--- src/rtl/utf8sd_pkg.sv ---
// ---------------------------------------------------------------------------
// utf8sd_pkg: shared types and constants of the UTF-8 stream decoder
// Transfer payloads, the result-run descriptor and Unicode range limits.
// ---------------------------------------------------------------------------
package utf8sd_pkg;

  localparam int unsigned CpW  = 21;
  localparam int unsigned CntW = 3;

  localparam logic [CpW-1:0] ReplacementCp = 21'h00FFFD;
  localparam logic [CpW-1:0] MaxScalar     = 21'h10FFFF;
  localparam logic [CpW-1:0] Min4Byte      = 21'h010000;
  localparam logic [CpW-1:0] Min3Byte      = 21'h000800;
  localparam logic [CpW-1:0] Min2Byte      = 21'h000080;
  localparam logic [CpW-1:0] SurrogateLo   = 21'h00D800;
  localparam logic [CpW-1:0] SurrogateHi   = 21'h00DFFF;

  localparam logic [7:0] ContMask = 8'hC0;
  localparam logic [7:0] ContTag  = 8'h80;
  localparam logic [7:0] PayMask  = 8'h3F;

  typedef struct packed {
    logic [7:0] data_byte;
    logic       end_of_stream;
  } in_item_t;

  typedef struct packed {
    logic [CpW-1:0]  code_point;
    logic            invalid;
    logic [CntW-1:0] byte_count;
    logic            run_last;
    logic            stream_done;
  } out_item_t;

  // Open-sequence bookkeeping (count/length are reset, bytes are not)
  typedef struct packed {
    logic [1:0] pend_cnt;
    logic [2:0] exp_len;
  } seq_ctl_t;

  // Results of one input byte: errors, at most one decoded value, errors
  typedef struct packed {
    logic [2:0]      count;     // 0..4 results
    logic            has_val;
    logic [1:0]      val_pos;   // slot of the decoded value
    logic [CpW-1:0]  val_cp;
    logic [CntW-1:0] val_len;
    logic            eos;
  } run_t;

endpackage

--- src/rtl/utf8sd_decode.sv ---
// ---------------------------------------------------------------------------
// utf8sd_decode: per-byte decode step
// Classifies one byte against the open sequence, builds the result run and
// the next sequence state.
// ---------------------------------------------------------------------------
module utf8sd_decode (
  input  utf8sd_pkg::in_item_t  item_i,
  input  utf8sd_pkg::seq_ctl_t  ctl_i,
  input  logic [2:0][7:0]       bytes_i,
  output utf8sd_pkg::seq_ctl_t  ctl_o,
  output logic [2:0][7:0]       bytes_o,
  output utf8sd_pkg::run_t      run_o
);
  import utf8sd_pkg::*;

  logic [7:0]     c;
  logic           is_ascii, is_cont, lead2, lead3, lead4;
  logic           scan;
  logic [2:0]     pre, post;
  logic [CpW-1:0] x;
  logic           x_ok;

  assign c        = item_i.data_byte;
  assign is_ascii = ~c[7];
  assign is_cont  = (c & ContMask) == ContTag;
  assign lead2    = c[7:5] == 3'b110;
  assign lead3    = c[7:4] == 4'b1110;
  assign lead4    = c[7:3] == 5'b11110;

  // Scalar of the sequence closed by c, and its legality
  always_comb begin
    x    = '0;
    x_ok = 1'b0;
    unique case (ctl_i.exp_len)
      3'd2: begin
        x    = CpW'({bytes_i[0][4:0], c[5:0]});
        x_ok = x >= Min2Byte;
      end
      3'd3: begin
        x    = CpW'({bytes_i[0][3:0], bytes_i[1][5:0], c[5:0]});
        x_ok = (x >= Min3Byte) && !((x >= SurrogateLo) && (x <= SurrogateHi));
      end
      default: begin
        x    = {bytes_i[0][2:0], bytes_i[1][5:0], bytes_i[2][5:0], c[5:0]};
        x_ok = (x >= Min4Byte) && (x <= MaxScalar);
      end
    endcase
  end

  always_comb begin
    ctl_o         = ctl_i;
    bytes_o       = bytes_i;
    pre           = '0;
    post          = '0;
    scan          = 1'b0;
    run_o.has_val = 1'b0;
    run_o.val_cp  = CpW'(c);
    run_o.val_len = CntW'(1);

    if (ctl_i.pend_cnt == 2'd0 || ctl_i.exp_len == 3'd0) begin
      scan = 1'b1;
    end else if (is_cont) begin
      if ({1'b0, ctl_i.pend_cnt} + 3'd1 < ctl_i.exp_len) begin
        bytes_o[ctl_i.pend_cnt] = c;
        ctl_o.pend_cnt          = ctl_i.pend_cnt + 2'd1;
      end else begin
        if (x_ok) begin
          run_o.has_val = 1'b1;
          run_o.val_cp  = x;
          run_o.val_len = ctl_i.exp_len;
        end else begin
          pre = ctl_i.exp_len;
        end
        ctl_o = '0;
      end
    end else begin
      // lead and held continuations are all flagged, then c starts over
      pre  = {1'b0, ctl_i.pend_cnt};
      scan = 1'b1;
    end

    if (scan) begin
      ctl_o = '0;
      if (is_ascii) begin
        run_o.has_val = 1'b1;
      end else if (lead2 || lead3 || lead4) begin
        ctl_o.pend_cnt = 2'd1;
        ctl_o.exp_len  = lead2 ? 3'd2 : (lead3 ? 3'd3 : 3'd4);
        bytes_o[0]     = c;
      end else begin
        pre = pre + 3'd1;
      end
    end

    // truncated sequence at end of stream
    if (item_i.end_of_stream) begin
      post  = {1'b0, ctl_o.pend_cnt};
      ctl_o = '0;
    end

    run_o.count   = pre + {2'b00, run_o.has_val} + post;
    run_o.val_pos = pre[1:0];
    run_o.eos     = item_i.end_of_stream;
  end

endmodule

--- src/rtl/utf8sd_emit.sv ---
// ---------------------------------------------------------------------------
// utf8sd_emit: result run register and output sequencer
// Holds the run of one byte and hands out its results one transfer a cycle while out_ready_i is high.
// ---------------------------------------------------------------------------
module utf8sd_emit (
  input  logic                   clk_i,
  input  logic                   rst_ni,
  input  logic                   load_i,
  input  utf8sd_pkg::run_t       run_i,
  output logic                   free_o,
  output logic                   out_valid_o,
  input  logic                   out_ready_i,
  output utf8sd_pkg::out_item_t  out_item_o
);
  import utf8sd_pkg::*;

  run_t       run_q;
  logic       valid_q;
  logic [2:0] idx_q;
  logic       last;
  logic       is_val;

  assign last        = idx_q == (run_q.count - 3'd1);
  assign is_val      = run_q.has_val && (idx_q == {1'b0, run_q.val_pos});
  assign out_valid_o = valid_q;
  assign free_o      = !valid_q || (out_ready_i && last);

  always_comb begin
    out_item_o.code_point  = is_val ? run_q.val_cp : ReplacementCp;
    out_item_o.invalid     = !is_val;
    out_item_o.byte_count  = is_val ? run_q.val_len : CntW'(1);
    out_item_o.run_last    = last;
    out_item_o.stream_done = last && run_q.eos;
  end

  always_ff @(posedge clk_i or negedge rst_ni) begin
    if (!rst_ni) begin
      valid_q <= 1'b0;
      idx_q   <= '0;
    end else if (free_o) begin
      valid_q <= load_i;
      idx_q   <= '0;
    end else if (out_ready_i) begin
      idx_q <= idx_q + 3'd1;
    end
  end

  always_ff @(posedge clk_i) begin
    if (free_o) begin
      run_q <= run_i;
    end
  end

endmodule

--- src/rtl/utf8_strict_stream_decoder_top.sv ---
// ---------------------------------------------------------------------------
// utf8_strict_stream_decoder_top: strict streaming UTF-8 decoder
// Byte stream in, Unicode scalar values out, one result per transfer.
// ---------------------------------------------------------------------------
// Usage:
//  - in channel (in_valid_i/in_ready_o/in_item_i): one raw byte per transfer,
//    end_of_stream set on the final byte flushes a truncated sequence.
//  - out channel (out_valid_o/out_ready_i/out_item_o): one result per
//    transfer; run_last marks the last result caused by a byte,
//    stream_done the final result of the stream.
//  - A byte passes the input register, then the run register, which offers
//    its first result.
//  - Throughput: one byte per cycle while out_ready_i is high and each byte
//    yields at most one result. A byte with more results (up to four, error
//    runs) holds the run register until all are taken; this stalls the input.
//  - Bytes that only extend an open sequence yield no result and pass at
//    full rate while the run register is free.
//  - When the receiver stalls, the run register holds its result and an
//    empty input register still takes one more byte before in_ready_o drops.
//  - Reset empties both registers and closes any open sequence; the held
//    sequence bytes themselves are not cleared.
// ---------------------------------------------------------------------------
module utf8_strict_stream_decoder_top (
  input  logic                   clk_i,
  input  logic                   rst_ni,
  input  logic                   in_valid_i,
  output logic                   in_ready_o,
  input  utf8sd_pkg::in_item_t   in_item_i,
  output logic                   out_valid_o,
  input  logic                   out_ready_i,
  output utf8sd_pkg::out_item_t  out_item_o
);
  import utf8sd_pkg::*;

  // input register
  in_item_t        inq_q;
  logic            inq_valid_q;

  // open-sequence state
  seq_ctl_t        ctl_q, ctl_d;
  logic [2:0][7:0] bytes_q, bytes_d;

  run_t            run;
  logic            emit_free;
  logic            consume;

  // the held byte moves on whenever the run register can take its results
  assign consume    = inq_valid_q && emit_free;
  assign in_ready_o = !inq_valid_q || emit_free;

  always_ff @(posedge clk_i or negedge rst_ni) begin
    if (!rst_ni) begin
      inq_valid_q <= 1'b0;
      ctl_q       <= '0;
    end else begin
      if (in_ready_o) begin
        inq_valid_q <= in_valid_i;
      end
      if (consume) begin
        ctl_q <= ctl_d;
      end
    end
  end

  // payload registers, no reset
  always_ff @(posedge clk_i) begin
    if (in_ready_o) begin
      inq_q <= in_item_i;
    end
    if (consume) begin
      bytes_q <= bytes_d;
    end
  end

  utf8sd_decode u_decode (
    .item_i  (inq_q),
    .ctl_i   (ctl_q),
    .bytes_i (bytes_q),
    .ctl_o   (ctl_d),
    .bytes_o (bytes_d),
    .run_o   (run)
  );

  // bytes that only extend a sequence load nothing
  utf8sd_emit u_emit (
    .clk_i       (clk_i),
    .rst_ni      (rst_ni),
    .load_i      (consume && (run.count != 3'd0)),
    .run_i       (run),
    .free_o      (emit_free),
    .out_valid_o (out_valid_o),
    .out_ready_i (out_ready_i),
    .out_item_o  (out_item_o)
  );

endmodule
--- config.mk ---
export PLATFORM = sky130hd
export DESIGN_NAME = utf8_strict_stream_decoder_top
export DESIGN_NICKNAME = d
export VERILOG_FILES = /design/src/rtl/utf8sd_pkg.sv /design/src/rtl/utf8sd_decode.sv /design/src/rtl/utf8sd_emit.sv /design/src/rtl/utf8_strict_stream_decoder_top.sv
export SDC_FILE = /design/constraint.sdc
export NUM_CORES = 1
export LEC_CHECK = 0
export BUFFER_PORTS_ARGS = -buffer_cell sky130_fd_sc_hd__buf_2
export CAP_MARGIN = 20
export CORE_MARGIN = 4
export CORE_UTILIZATION = 53
export CTS_BUF_LIST = sky130_fd_sc_hd__clkbuf_4 sky130_fd_sc_hd__clkbuf_8 sky130_fd_sc_hd__clkbuf_16
export DETAILED_ROUTE_END_ITERATION = 8
export PLACE_DENSITY = 0.76
export SYNTH_ARGS = -nofsm -noshare
export SYNTH_HDL_FRONTEND = slang
export SYNTH_HIERARCHICAL = 1
export SYNTH_SLANG_ARGS = --single-unit
--- constraint.sdc ---
create_clock -name clk_i -period 3.45 [get_ports clk_i]
set_input_delay 0.69 -clock clk_i [delete_from_list [all_inputs] [get_ports clk_i]]
set_output_delay 0.69 -clock clk_i [all_outputs]
set_load 0.1 [all_outputs]
; Word level (Yosys, flattened, before mapping)
; Cells that the tools add are included.
[classes]
n_eq_ne = 10
add_sub_neg = 7
reduce_logical = 26
bitwise_logic = 3
order_cmp = 9
mux = 45
[ops]
columns = operator, n
row1 = $mux 8, 7
row2 = $mux 11, 4
row3 = $pmux 21 s2, 1
row4 = $mux 3, 13
row5 = $mux 5, 5
row6 = $bwmux 24, 1
row7 = $ge 21x17->1 const B, 1
row8 = $le 21x21->1 const B, 1
row9 = $mux 21, 1
row10 = $demux 8 s2, 1
row11 = $ge 16x12->1 const B, 1
row12 = $ge 16x16->1 const B, 1
row13 = $le 16x16->1 const B, 1
row14 = $ge 11x8->1 const B, 1
row15 = $logic_and 1x1->1, 9
row16 = $mux 1, 8
row17 = $reduce_and 4->1, 2
row18 = $add 3x1->3 const B, 2
row19 = $eq 3x2->1 const B, 2
row20 = $ne 3x2->1 const B, 2
row21 = $reduce_bool 3->1, 2
row22 = $eq 5x5->1 const B, 1
row23 = $logic_or 1x1->1, 5
row24 = $eq 4x4->1 const B, 1
row25 = other kinds (21), 27
[totals]
word_cells = 117
regBits = 74
out_inout_bits = 29
input_bits = 13

; Longest topological paths before layout
[depth]
ltp_word = 17
mapped_depth = 17
depth_no_buf = 17

; Hierarchy
; The synthesis kept the hierarchy.
[by_module_without_submodules]
columns = module, seq_area_each_um2, area_per_inst_um2, cells_each, instances
row1 = utf8sd_emit, 1031.0, 1480.2, 99, 1
row2 = utf8_strict_stream_decoder_top, 1141.1, 1253.7, 50, 1
row3 = utf8sd_decode, 0.0, 1171.1, 147, 1

; Worst setup path before layout
; OpenSTA, ideal clock, no wires.
[synth_path]
kind = reg-to-reg
start = register ctl_q[3] (netlist name)
end = register u_emit.valid_q, in the netlist u_emit/out_valid_o
required_time_ns = 3.362
period_less_slack_ns = 3.482
setup_time_ns = 0.088
path_stages_with_launch = 16
arrival_time_ns = 3.394
path_slack_ns = -0.032
path_buffers = 0
cell_sequence = dfrtp_1 inv_1 ha_1 ha_1 a21boi_0 o21ai_0 or2b_1 a31o_2 xor2_1 fa_1 fa_1 xnor2_1 nor3_1 nor2_1 nor2_1 a41oi_1
[synth_lines]
columns = element, line_no
row1 = "start, declared", utf8_strict_stream_decoder_top.sv:40  ; seq_ctl_t ctl_q, ctl_d;
row2 = "start signal, assigned", utf8_strict_stream_decoder_top.sv:60  ; ctl_q <= ctl_d;
row3 = "end signal, assigned", utf8sd_emit.sv:41  ; valid_q <= load_i;
row4 = "end, declared", utf8sd_emit.sv:18  ; logic valid_q;

==> impl_metrics.csv <==
group,metric,value,unit
setup_path,path_buf_inv,1,
timing,slew_headroom,33.8,%
clock_tree,cts_root_buf,"clkbuf_8",
timing,final_max_slew_viol_count,0,
layout,antenna-diode-count,0,
die,row_count,29,
routing,via_count,2301,
die,design.core.area,0.00653,mm²
layout,nets,355,
clock_tree,ctsHoldBuffers,0,
synthesis,synth_cells,282,
timing,final-hold-violation-count,0,
setup_path,crit_type,"register to register",
layout,final_core_util,64.6,%
die,dieArea,0.00827,mm²
setup_path,crit_family,"adder cells",
setup_path,max_stage_delay,0.42,ns
clock_tree,path_clk_slew,0.08,ns
setup_path,crit_path_start_kind,"register",
status,status,"complete, no violations",
synthesis,netlist_area,0.00365,mm²
layout,layout_common_cells,"edfxtp_1 (57), buf_2 (40), nor2_1 (20), nand2b_1 (20), mux2_4 (17)",
clock_tree,cts_tree,"yes",
place,port_buffers,41,
setup_path,cp.required,3.67,ns
global_routing,gr-usage-all-layers,17.9,%
routing,detail-route-antenna-nets,0,
layout,stdcell_count,413,
timing,min_period_over_period,99.9,%
clock_tree,h-tree-depth,3,
job,cap_violations,0,
synthesis,ys_warn_count,6,
die,boundaryPins,42,
global_routing,antenna_found_initial,0,
synthesis,synthesis.nets,306,
place,place_inst,394,
place,dpl.hpwl,4.93,mm
clock_tree,numCtsBuffers,9,
setup_path,slowest_stage,"fa_2",
timing,post-route-min-period,3.45,ns
routing,drt_iter0_drc,177,
synthesis,syn_area_per_cell,12.9,µm²
global_routing,grt_max_degree,31,
setup_path,r2r_cells,15,
global_routing,grt-ovfl-total,0,
setup_path,reg2reg_from,"ctl_q[4]$_DFFE_PN0P_",
layout,drive_above_1_share,38.1,%
setup_path,crit_chain,"inv_2 -> ha_4 -> ha_4 -> a21boi_2 -> o21ai_2 -> or2b_4 -> a31o_4 -> xor2_4 -> fa_2 -> fa_2 -> xnor2_2 -> nor3_2 -> nor2_1 -> nor2_1 -> a41oi_2",
die,die_y,90.9,µm
timing,skew,0.0119,ns
routing,vias_per_cell,5.57,
place,place.gp.congestion,0.885,
setup_path,cp_data_arrival_time,3.67,ns
setup_path,cp-end-kind,"register",
setup_path,rr_endpoint,"u_emit/out_valid_o$_DFFE_PN0P_",
global_routing,grt_pass1_vias,2219,
clock_tree,clock_path_buffers,2,
routing,firstDrtPassIters,4,
timing,setup_viol_count_final,0,
timing,rsz0062_at_grt,"true",
setup_path,rrSetupSlack,0.003,ns
timing,max_freq,290,MHz
die,die_w,90.9,µm
routing,route.detailed.drc,0,
hold_path,hold_path.class,"primary input to asynchronous set/reset pin",
timing,tightest_slew,0.990,ns
die,start_util,55.8,%
setup_path,crit_fanout,3,
clock_tree,clk_latency,0.35,ns
layout,syn2layout_area_growth,15.7,%
clock_tree,cts.sinks,67,
global_routing,grt_pass1_wl,11.6,mm
routing,post_drt_wl_per_cell,17.6,µm
routing,wirelength,7.26,mm
layout,mostFrequentLayoutCell,"edfxtp_1",
-- per-layer routing --
layer	GRT usage, %	vias to the layer above	wire length [µm]
met1	25.9	1089	3440
li1	-	1116	-
met4	9.55	0	167
met3	2.89	13	411
met5	0	-	0
met2	25.9	83	3240
-- worst max path at each step --
stage | slack [ns] | end | from | cells past startpoint
floorplan | 0.01 | u_emit/out_valid_o$_DFFE_PN0P_ | ctl_q[3]$_DFFE_PN0P_ | 15
global placement | 0.06 | u_emit/out_valid_o$_DFFE_PN0P_ | ctl_q[3]$_DFFE_PN0P_ | 15
detailed placement | -0.03 | u_emit/out_valid_o$_DFFE_PN0P_ | ctl_q[3]$_DFFE_PN0P_ | 15
CTS | 0.03 | u_emit/out_valid_o$_DFFE_PN0P_ | ctl_q[4]$_DFFE_PN0P_ | 15
global route | -0.14 | u_emit/out_valid_o$_DFFE_PN0P_ | ctl_q[3]$_DFFE_PN0P_ | 15
finish | 0.003 | u_emit/out_valid_o$_DFFE_PN0P_ | ctl_q[4]$_DFFE_PN0P_ | 15
-- metrics by stage --
| step | hold slack [ns] | instance area (µm²) | setup TNS (ns) | worst slack [ns] |
|---|---|---|---|---|
| final | 0.215 | 4220 | 0 | 0.00256 |
| after global routing | 0.219 | 4220 | -0.141 | -0.141 |
| after CTS | 0.203 | 4120 | 0 | 0.0295 |
| after detailed placement | 0.545 | 3930 | -0.0339 | -0.0339 |
| after global placement | 0.520 | 3930 | 0 | 0.0560 |
| after floorplan | 0.394 | 3650 | 0 | 0.0130 |
-- area by class of cell --
class,instances,area [µm²]
Fill cell,500,2310
Sequential cell,67,1960
Multi-Input combinational cell,187,1620
Timing Repair Buffer,55,325
Clock buffer,11,139
Tap cell,77,96.3
Inverter,11,41.3
Clock inverter,5,30.0
-- registers in the layout (all words and copies together), names as in the netlist --
name,flops
inq_q,9
u_emit/idx_q,3
ctl_q,5
u_emit/out_valid_o,1
inq_valid_q,1
u_emit/run_q,31
bytes_q,17
-- worst reg2reg max path, stage by stage (launching register included) --
cell and delay, ns:
dfrtp_1 0.39, inv_2 0.09, ha_4 0.22, ha_4 0.20
a21boi_2 0.15, o21ai_2 0.14, or2b_4 0.30, a31o_4 0.26
xor2_4 0.19, fa_2 0.42, fa_2 0.42, xnor2_2 0.15
nor3_2 0.16, nor2_1 0.07, nor2_1 0.13, a41oi_2 0.04
-- repair_timing --
| item | in CTS | in global routing |
|---|---|---|
| endpoints found under the setup margin | 1 | 1 |
| buffers inserted | 0 | 3 |
| endpoints found under the hold margin | 0 | 0 |
| pin swaps | 4 | 10 |
| gates resized for setup | 4 | 13 |
Power is not shown: default switching activity piles up to over one toggle a cycle in this logic, so the estimate is an artifact.
